<file path="config.mk">
export PLATFORM = sky130hd
export DESIGN_NAME = graph_header_edge_line_parser
export DESIGN_NICKNAME = d
export VERILOG_FILES = /design/src/rtl/core/gel_pkg.sv /design/src/rtl/core/graph_header_edge_line_parser.sv /design/src/rtl/core/gel_line_fsm.sv
export SDC_FILE = /design/constraint.sdc
export NUM_CORES = 1
export LEC_CHECK = 0
export ABC_AREA = 1
export BUFFER_PORTS_ARGS = -buffer_cell sky130_fd_sc_hd__buf_2
export CORE_MARGIN = 3
export CORE_UTILIZATION = 60
export CTS_CLUSTER_SIZE = 40
export DETAILED_ROUTE_END_ITERATION = 7
export PLACE_DENSITY = 0.81
export SLEW_MARGIN = 20
export SYNTH_ARGS = -nofsm -noshare
export SYNTH_HDL_FRONTEND = slang
export SYNTH_SLANG_ARGS = --single-unit
export TNS_END_PERCENT = 20
</file>
<file path="constraint.sdc">
create_clock -name clk_i -period 5.55 [get_ports clk_i]
set_input_delay 0.8325 -clock clk_i [delete_from_list [all_inputs] [get_ports clk_i]]
set_output_delay 0.8325 -clock clk_i [all_outputs]
set_load 0.03 [all_outputs]
</file>
<file path="src/rtl/core/gel_pkg.sv">
// Shared types, constants and helper functions for the graph header and edge line parser.
// No dependencies; included by every module of the block through a wildcard import.
package gel_pkg;

  localparam int unsigned LenW = 12;
  localparam int unsigned NumW = 32;

  localparam logic [7:0] NewlineByte = 8'd10;
  localparam logic [7:0] SpaceByte   = 8'd32;
  localparam logic [7:0] DigitZero   = 8'h30;
  localparam logic [7:0] DigitNine   = 8'h39;

  localparam logic [LenW-1:0] LongestLineReset = 12'd80;

  // Token index that marks a surplus token, per line kind.
  localparam logic [2:0] ProblemSurplus = 3'd4;
  localparam logic [2:0] EdgeSurplus    = 3'd3;

  // Line kinds as sampled from the command bit.
  localparam logic KindProblem = 1'b0;
  localparam logic KindEdge    = 1'b1;

  typedef enum logic [1:0] {
    StatusOk        = 2'd0,
    StatusMalformed = 2'd1,
    StatusTooLong   = 2'd2
  } status_e;

  typedef struct packed {
    status_e             status;
    logic [NumW-1:0]     first_number;
    logic [NumW-1:0]     second_number;
  } gel_result_t;

  // Length of the keyword expected at a token, zero when the token is a number.
  function automatic logic [2:0] kw_len(input logic kind, input logic [2:0] tok);
    logic [2:0] len;
    len = 3'd0;
    if (kind == KindProblem) begin
      if (tok == 3'd0) len = 3'd1;
      else if (tok == 3'd1) len = 3'd4;
    end else if (tok == 3'd0) begin
      len = 3'd1;
    end
    return len;
  endfunction

  // Expected keyword character at a position; only meaningful below kw_len.
  function automatic logic [7:0] kw_char(input logic kind, input logic [2:0] tok,
                                         input logic [1:0] pos);
    logic [7:0] ch;
    ch = "e";
    if (kind == KindProblem && tok == 3'd0) begin
      ch = "p";
    end else if (kind == KindProblem) begin
      case (pos)
        2'd0:    ch = "e";
        2'd1:    ch = "d";
        2'd2:    ch = "g";
        2'd3:    ch = "e";
        default: ch = "e";
      endcase
    end
    return ch;
  endfunction

  // value * 10 + digit, saturating at the all-ones value.
  function automatic logic [NumW-1:0] add_digit(input logic [NumW-1:0] v,
                                                input logic [3:0] d);
    logic [NumW+3:0] t;
    t = ({4'd0, v} << 3) + ({4'd0, v} << 1) + {{NumW{1'b0}}, d};
    return (t[NumW+3:NumW] != 4'd0) ? {NumW{1'b1}} : t[NumW-1:0];
  endfunction

endpackage

</file>
<file path="src/rtl/core/graph_header_edge_line_parser.sv">
// Top level of the graph header and edge line parser: input register, line state, result register.
// Depends on gel_pkg and gel_line_fsm.
//
// Usage: text enters one byte per item on the in channel (char_byte_i, with
// command_i giving the line kind at a line's first byte). Each newline byte
// produces one result item on the out channel: a status and two numbers.
// Other bytes produce no result. The cfg channel writes the longest line
// limit; it is always ready and should only be written while the block is idle.
//
// Throughput is one byte per cycle while no newline waits on a full result
// register. A byte is held in the input register, where the line state is
// updated, and a newline's result then moves into the result register that
// drives the out channel. The result register holds one result; while it waits for
// out_ready_i, bytes that give no result keep flowing, and the next newline
// stalls in the input register, which then drops in_ready_o.
//
// Reset clears the line state to the start of a line, empties both registers
// and sets the limit to 80 bytes.
module graph_header_edge_line_parser (
  input  logic                      clk_i,
  input  logic                      rst_ni,
  input  logic                      in_valid_i,
  output logic                      in_ready_o,
  input  logic [7:0]                char_byte_i,
  input  logic                      command_i,
  input  logic                      cfg_valid_i,
  output logic                      cfg_ready_o,
  input  logic [gel_pkg::LenW-1:0]  longest_line_i,
  output logic                      out_valid_o,
  input  logic                      out_ready_i,
  output logic [1:0]                status_o,
  output logic [gel_pkg::NumW-1:0]  first_number_o,
  output logic [gel_pkg::NumW-1:0]  second_number_o
);
  import gel_pkg::*;

  logic            s1_valid_q;
  logic [7:0]      s1_char_q;
  logic            s1_cmd_q;
  logic [LenW-1:0] longest_q;
  logic            out_valid_q;
  gel_result_t     out_q;

  logic        res_valid;
  gel_result_t res;
  logic        out_free;
  logic        s1_fire;

  assign cfg_ready_o = 1'b1;
  assign out_free    = !out_valid_q || out_ready_i;
  assign s1_fire     = s1_valid_q && (!res_valid || out_free);
  assign in_ready_o  = !s1_valid_q || s1_fire;

  gel_line_fsm u_fsm (
    .clk_i          (clk_i),
    .rst_ni         (rst_ni),
    .step_i         (s1_fire),
    .char_byte_i    (s1_char_q),
    .command_i      (s1_cmd_q),
    .longest_line_i (longest_q),
    .result_valid_o (res_valid),
    .result_o       (res)
  );

  always_ff @(posedge clk_i or negedge rst_ni) begin
    if (!rst_ni) begin
      longest_q <= LongestLineReset;
    end else if (cfg_valid_i && cfg_ready_o) begin
      longest_q <= longest_line_i;
    end
  end

  always_ff @(posedge clk_i or negedge rst_ni) begin
    if (!rst_ni) begin
      s1_valid_q <= 1'b0;
    end else if (in_ready_o) begin
      s1_valid_q <= in_valid_i;
    end
  end

  always_ff @(posedge clk_i) begin
    if (in_ready_o && in_valid_i) begin
      s1_char_q <= char_byte_i;
      s1_cmd_q  <= command_i;
    end
  end

  always_ff @(posedge clk_i or negedge rst_ni) begin
    if (!rst_ni) begin
      out_valid_q <= 1'b0;
    end else if (s1_fire && res_valid) begin
      out_valid_q <= 1'b1;
    end else if (out_ready_i) begin
      out_valid_q <= 1'b0;
    end
  end

  always_ff @(posedge clk_i) begin
    if (s1_fire && res_valid) begin
      out_q <= res;
    end
  end

  assign out_valid_o     = out_valid_q;
  assign status_o        = out_q.status;
  assign first_number_o  = out_q.first_number;
  assign second_number_o = out_q.second_number;

endmodule

</file>
<file path="src/rtl/core/gel_line_fsm.sv">
// Per-line parse state and its update for one text byte.
// Depends on gel_pkg for constants, the result struct and keyword helpers.
module gel_line_fsm (
  input  logic                      clk_i,
  input  logic                      rst_ni,
  input  logic                      step_i,
  input  logic [7:0]                char_byte_i,
  input  logic                      command_i,
  input  logic [gel_pkg::LenW-1:0]  longest_line_i,
  output logic                      result_valid_o,
  output gel_pkg::gel_result_t      result_o
);
  import gel_pkg::*;

  logic            line_kind_q, line_kind_d;
  logic            at_start_q, at_start_d;
  logic [2:0]      token_index_q, token_index_d;
  logic [2:0]      char_in_token_q, char_in_token_d;
  logic            malformed_q, malformed_d;
  logic            too_long_q, too_long_d;
  logic [LenW-1:0] line_length_q, line_length_d;
  logic [NumW-1:0] left_value_q, left_value_d;
  logic [NumW-1:0] right_value_q, right_value_d;

  logic       kind;
  logic [2:0] len;
  logic       is_kw;
  logic       end_bad;
  logic       is_newline;
  logic       is_digit;
  logic [2:0] surplus;
  logic [2:0] first_tok;
  logic [3:0] digit;

  assign kind       = at_start_q ? command_i : line_kind_q;
  assign len        = kw_len(kind, token_index_q);
  assign is_kw      = (len != 3'd0);
  assign end_bad    = is_kw && (char_in_token_q != len);
  assign is_newline = (char_byte_i == NewlineByte);
  assign is_digit   = (char_byte_i >= DigitZero) && (char_byte_i <= DigitNine);
  assign surplus    = (kind == KindProblem) ? ProblemSurplus : EdgeSurplus;
  assign first_tok  = (kind == KindProblem) ? 3'd2 : 3'd1;
  assign digit      = char_byte_i[3:0];

  assign result_valid_o = is_newline;

  always_comb begin
    if (too_long_q) begin
      result_o = '{status: StatusTooLong, first_number: '0, second_number: '0};
    end else if (malformed_q || end_bad) begin
      result_o = '{status: StatusMalformed, first_number: '0, second_number: '0};
    end else begin
      result_o = '{status: StatusOk, first_number: left_value_q,
                   second_number: right_value_q};
    end
  end

  always_comb begin
    line_kind_d     = kind;
    at_start_d      = 1'b0;
    token_index_d   = token_index_q;
    char_in_token_d = char_in_token_q;
    malformed_d     = malformed_q;
    too_long_d      = too_long_q;
    line_length_d   = line_length_q;
    left_value_d    = left_value_q;
    right_value_d   = right_value_q;

    if (is_newline) begin
      at_start_d      = 1'b1;
      token_index_d   = '0;
      char_in_token_d = '0;
      malformed_d     = 1'b0;
      too_long_d      = 1'b0;
      line_length_d   = '0;
      left_value_d    = '0;
      right_value_d   = '0;
    end else begin
      if (line_length_q >= longest_line_i) begin
        too_long_d = 1'b1;
      end else begin
        line_length_d = line_length_q + 1'b1;
      end

      // After a fault the rest of the line only counts toward its length.
      if (!malformed_q) begin
        if (char_byte_i == SpaceByte) begin
          char_in_token_d = '0;
          if (token_index_q + 3'd1 >= surplus) begin
            malformed_d   = 1'b1;
            token_index_d = surplus;
          end else begin
            malformed_d   = end_bad;
            token_index_d = token_index_q + 3'd1;
          end
        end else if (is_kw) begin
          if (char_in_token_q >= len ||
              char_byte_i != kw_char(kind, token_index_q, char_in_token_q[1:0])) begin
            malformed_d = 1'b1;
          end else begin
            char_in_token_d = char_in_token_q + 3'd1;
          end
        end else if (!is_digit) begin
          malformed_d = 1'b1;
        end else if (token_index_q == first_tok) begin
          left_value_d = add_digit(left_value_q, digit);
        end else begin
          right_value_d = add_digit(right_value_q, digit);
        end
      end
    end
  end

  always_ff @(posedge clk_i or negedge rst_ni) begin
    if (!rst_ni) begin
      line_kind_q     <= KindProblem;
      at_start_q      <= 1'b1;
      token_index_q   <= '0;
      char_in_token_q <= '0;
      malformed_q     <= 1'b0;
      too_long_q      <= 1'b0;
      line_length_q   <= '0;
      left_value_q    <= '0;
      right_value_q   <= '0;
    end else if (step_i) begin
      line_kind_q     <= line_kind_d;
      at_start_q      <= at_start_d;
      token_index_q   <= token_index_d;
      char_in_token_q <= char_in_token_d;
      malformed_q     <= malformed_d;
      too_long_q      <= too_long_d;
      line_length_q   <= line_length_d;
      left_value_q    <= left_value_d;
      right_value_q   <= right_value_d;
    end
  end

endmodule

</file>
==> results.md <==
* Asr flop ratio synth at 0.571
* Clk sink count at 175
* FF-to-FF path depth at 18
* Worst Setup Path Type: flop to flop
* Global route overflow at 0
* Resize count post-CTS at 0
* Final Max Tran Viols at 0
* Layout area overhead at 9.12%
* Core area at 22000 um2
* Pre-antenna DRT Iters at 5
* Longest Clk Path Bufs at 2
* Cell Area, Synth at 13600 um2
* Vias in the first global route at ~11000
* Hold crit path type: input port to async pin
* Critical-path top delay cell: fa_1
* Status: complete, no violations
* Multi-input logic area at 7440 um2
* TritonCTS clock tree: done
* CTS Hold Bufs at 0
* Vias per inst at 5.26
* Starting Density at 0.617
* Register area at 4760 um2
* Per-cell routed wire length at 14.1 um
* Final setup violation count at 0
* Post-CTS setup buffer count at 0
* Clock Skew at about 0.011 ns
* First-pass GRT wire length at 54.9 mm
* RePlAce Congestion at 0.925
* Site Rows at 54
* Placed cells at around 2200
* Post-synth EDFFs at 75
* Syn. warnings at 0
* Dominant synthesized flop cell: dfrtp_1
* Crit. End Element: flop
* Crit path max-delay family: simple AND/OR/NAND/NOR gates
* Inserted Clock Buffers at 17
* Non-Filler Instances at 2279
* Clock Latency Late Sink at 0.43 ns
* Syn Nets at 2084
* Worst R2R Setup Slack at 1.87 ns
* Most frequent cells in the layout: nand2_1, inv_1, nor2_1
* ANT nets after route at 0
* Lkg Pwr at approximately 8.5 nW
* Syn Area/Cell at 7.14 um2
* Fin Setup TNS at 0 ns
* Layout net count at 2166
* Period utilization at 0.664
* Die height at 157 um
* Via Count at between 10000 and 15000
* Worst R2R End: u_fsm.right_value_q[21]$_DFFE_PN0P_
* Final Hold Viols at 0
* Fill count at between 1500 and 2000
* WHS at 0.429 ns
* I/O pin cnt at 95
* CTS root buffer: clkbuf_16
* CTS HTree Levels at 4
* Share of layout cells above drive strength 1 at 0.0865
* DPL Wire Length at 24.3 mm
* CP bufs+invs at 3
* Worst path most repeated cell: nand2_1
* Fmax at 0.271 GHz
* 1st-iter DRT viols at 897
* Synth unique cells at 42
* Post-Synthesis Cells at 1904
* Largest net degree at the start of global routing at 55
* Ant. Diodes at 0
* Final WL at around 32 mm
* Die width at roughly 160 um
* CP max FO at 18
* Worst relative slew slack at 0.447
* Worst stage delay on the critical path at 0.60 ns
* Die Footprint at roughly 24000 um2
* Critical register-to-register path startpoint: s1_char_q[3]$_DFFE_PP_
* Antenna violations before repair at 0
* Tot Pwr at 2.86 mW
* Share of the yosys chip area belonging to registers at 0.350
* Cell Chain, Critical Path: fa_1 > inv_1 > fa_1 > inv_1 > nand2_1 > nand2_1 > nand3_1 > nand2_1 > nand2_1 > nand2_1 > nand2_1 > nand3_1 > nand2_1 > nor2_2 > buf_4 > nand3_1 > nand2_1 > nand2_1
* MaxCap Viol Count at 0
* Min Tclk post-route at 3.68 ns
* # DRC at 0
* GRT Total Usage at 0.273
* RSZ-0062 raised after global routing: no
* Pwr/cell area at 193 nW/um2
* Most common cell after layout, fill and taps aside: nand2_1
* Maximum VDD drop at 0.187 mV
* Data arrival, critical path at roughly 4.0 ns
* CP required at around 5.9 ns
* Worst-path clk slew at 0.07 ns
* #FFs+latches synth at about 180
* Crit path launch type: flop
* Port Buffers at 93
* Slew of the pin with the lowest slew margin at ~0.83 ns
==> registers in the layout (all words and copies together), names as in the netlist <==
register	flops
u_fsm.right_value_q	32
u_fsm.line_kind_q	1
s1_cmd_q	1
u_fsm.too_long_q	1
first_number_o	32
second_number_o	32
u_fsm.at_start_q	1
u_fsm.left_value_q	32
u_fsm.token_index_q	3
s1_char_q	8
u_fsm.char_in_token_q	3
u_fsm.malformed_q	1
u_fsm.line_length_q	12
longest_q	12
out_valid_o	1
s1_valid_q	1
status_o	2
==> metal layers <==
| layer | global-route usage | wire [um] |
|---|---|---|
| met3 | 0.0296 | 1500 |
| met5 | 0 | 0 |
| met4 | 0.0746 | 449 |
| met1 | 0.393 | 15600 |
| met2 | 0.441 | 14600 |
==> logic make-up after synthesis <==
logic type | after synthesis | synth area share
fa+ha+maj | 154 | 0.144
flops | 175 | 0.350
buf+inv | 340 | 0.102
mux | 1 | 0.000829
xor+xnor | 50 | 0.0322
simple gates | 1041 | 0.312
compound gates | 142 | 0.0577
other cells | 1 | 0.000276
==> metrics by stage <==
step	cell area [um2]	worst slack, ns	utilization
final	14800	1.87	0.673
after global routing	14800	1.53	0.673
after CTS	14800	1.87	0.673
after detailed placement	14200	1.88	0.645
after global placement	14200	2.01	0.645
after floorplan	13600	2.62	-
==> Yosys cell counts, drive strengths merged (4+ instances only) <==
master / n / area (um2)
a21o: 4 / 30.0
a21oi: 66 / 330
buf: 34 / 244
clkbuf: 4 / 15.0
dfrtp: 97 / 2430
edfxtp: 75 / 2250
fa: 4 / 80.1
ha: 150 / 1880
inv: 302 / 1130
nand2: 703 / 2670
nand3: 103 / 521
nand3b: 13 / 97.6
nand4: 9 / 62.6
nor2: 190 / 748
nor3: 11 / 60.1
o21ai: 50 / 258
o21bai: 15 / 113
or2: 6 / 37.5
xnor2: 37 / 324
xor2: 13 / 114
==> worst max-delay path by stage <==
stage / start / end / slack [ns] / cells after the start
after global routing: s1_char_q[3]$_DFFE_PP_ / u_fsm.right_value_q[22]$_DFFE_PN0P_ / 1.53 / 18
after CTS: s1_char_q[3]$_DFFE_PP_ / u_fsm.right_value_q[21]$_DFFE_PN0P_ / 1.87 / 18
after detailed placement: s1_char_q[3]$_DFFE_PP_ / u_fsm.right_value_q[21]$_DFFE_PN0P_ / 1.88 / 18
after global placement: s1_char_q[3]$_DFFE_PP_ / u_fsm.right_value_q[4]$_DFFE_PN0P_ / 2.01 / 18
after floorplan: out_ready_i / first_number_o[0]$_SDFFCE_PP0P_ / 2.62 / 6
final: s1_char_q[3]$_DFFE_PP_ / u_fsm.right_value_q[21]$_DFFE_PN0P_ / 1.87 / 18
==> layout make-up <==
| cell class | instances | area share |
|---|---|---|
| multi-input cells | 1389 | 0.502 |
| well taps | 280 | 0.0236 |
| clock inverters | 9 | 0.00523 |
| repair buffers | 101 | 0.0356 |
| flip-flops and latches | 175 | 0.321 |
| inverters | 302 | 0.0764 |
| clock buffers | 23 | 0.0366 |
==> power by group <==
part	internal [mW]	switching [mW]	total, mW
Clock	0.707	0.565	1.27
Sequential	1.38	0.0356	1.41
Combinational	0.0685	0.109	0.177
Total	2.15	0.710	2.86
Note: power is estimated with default switching activity, not from simulation.
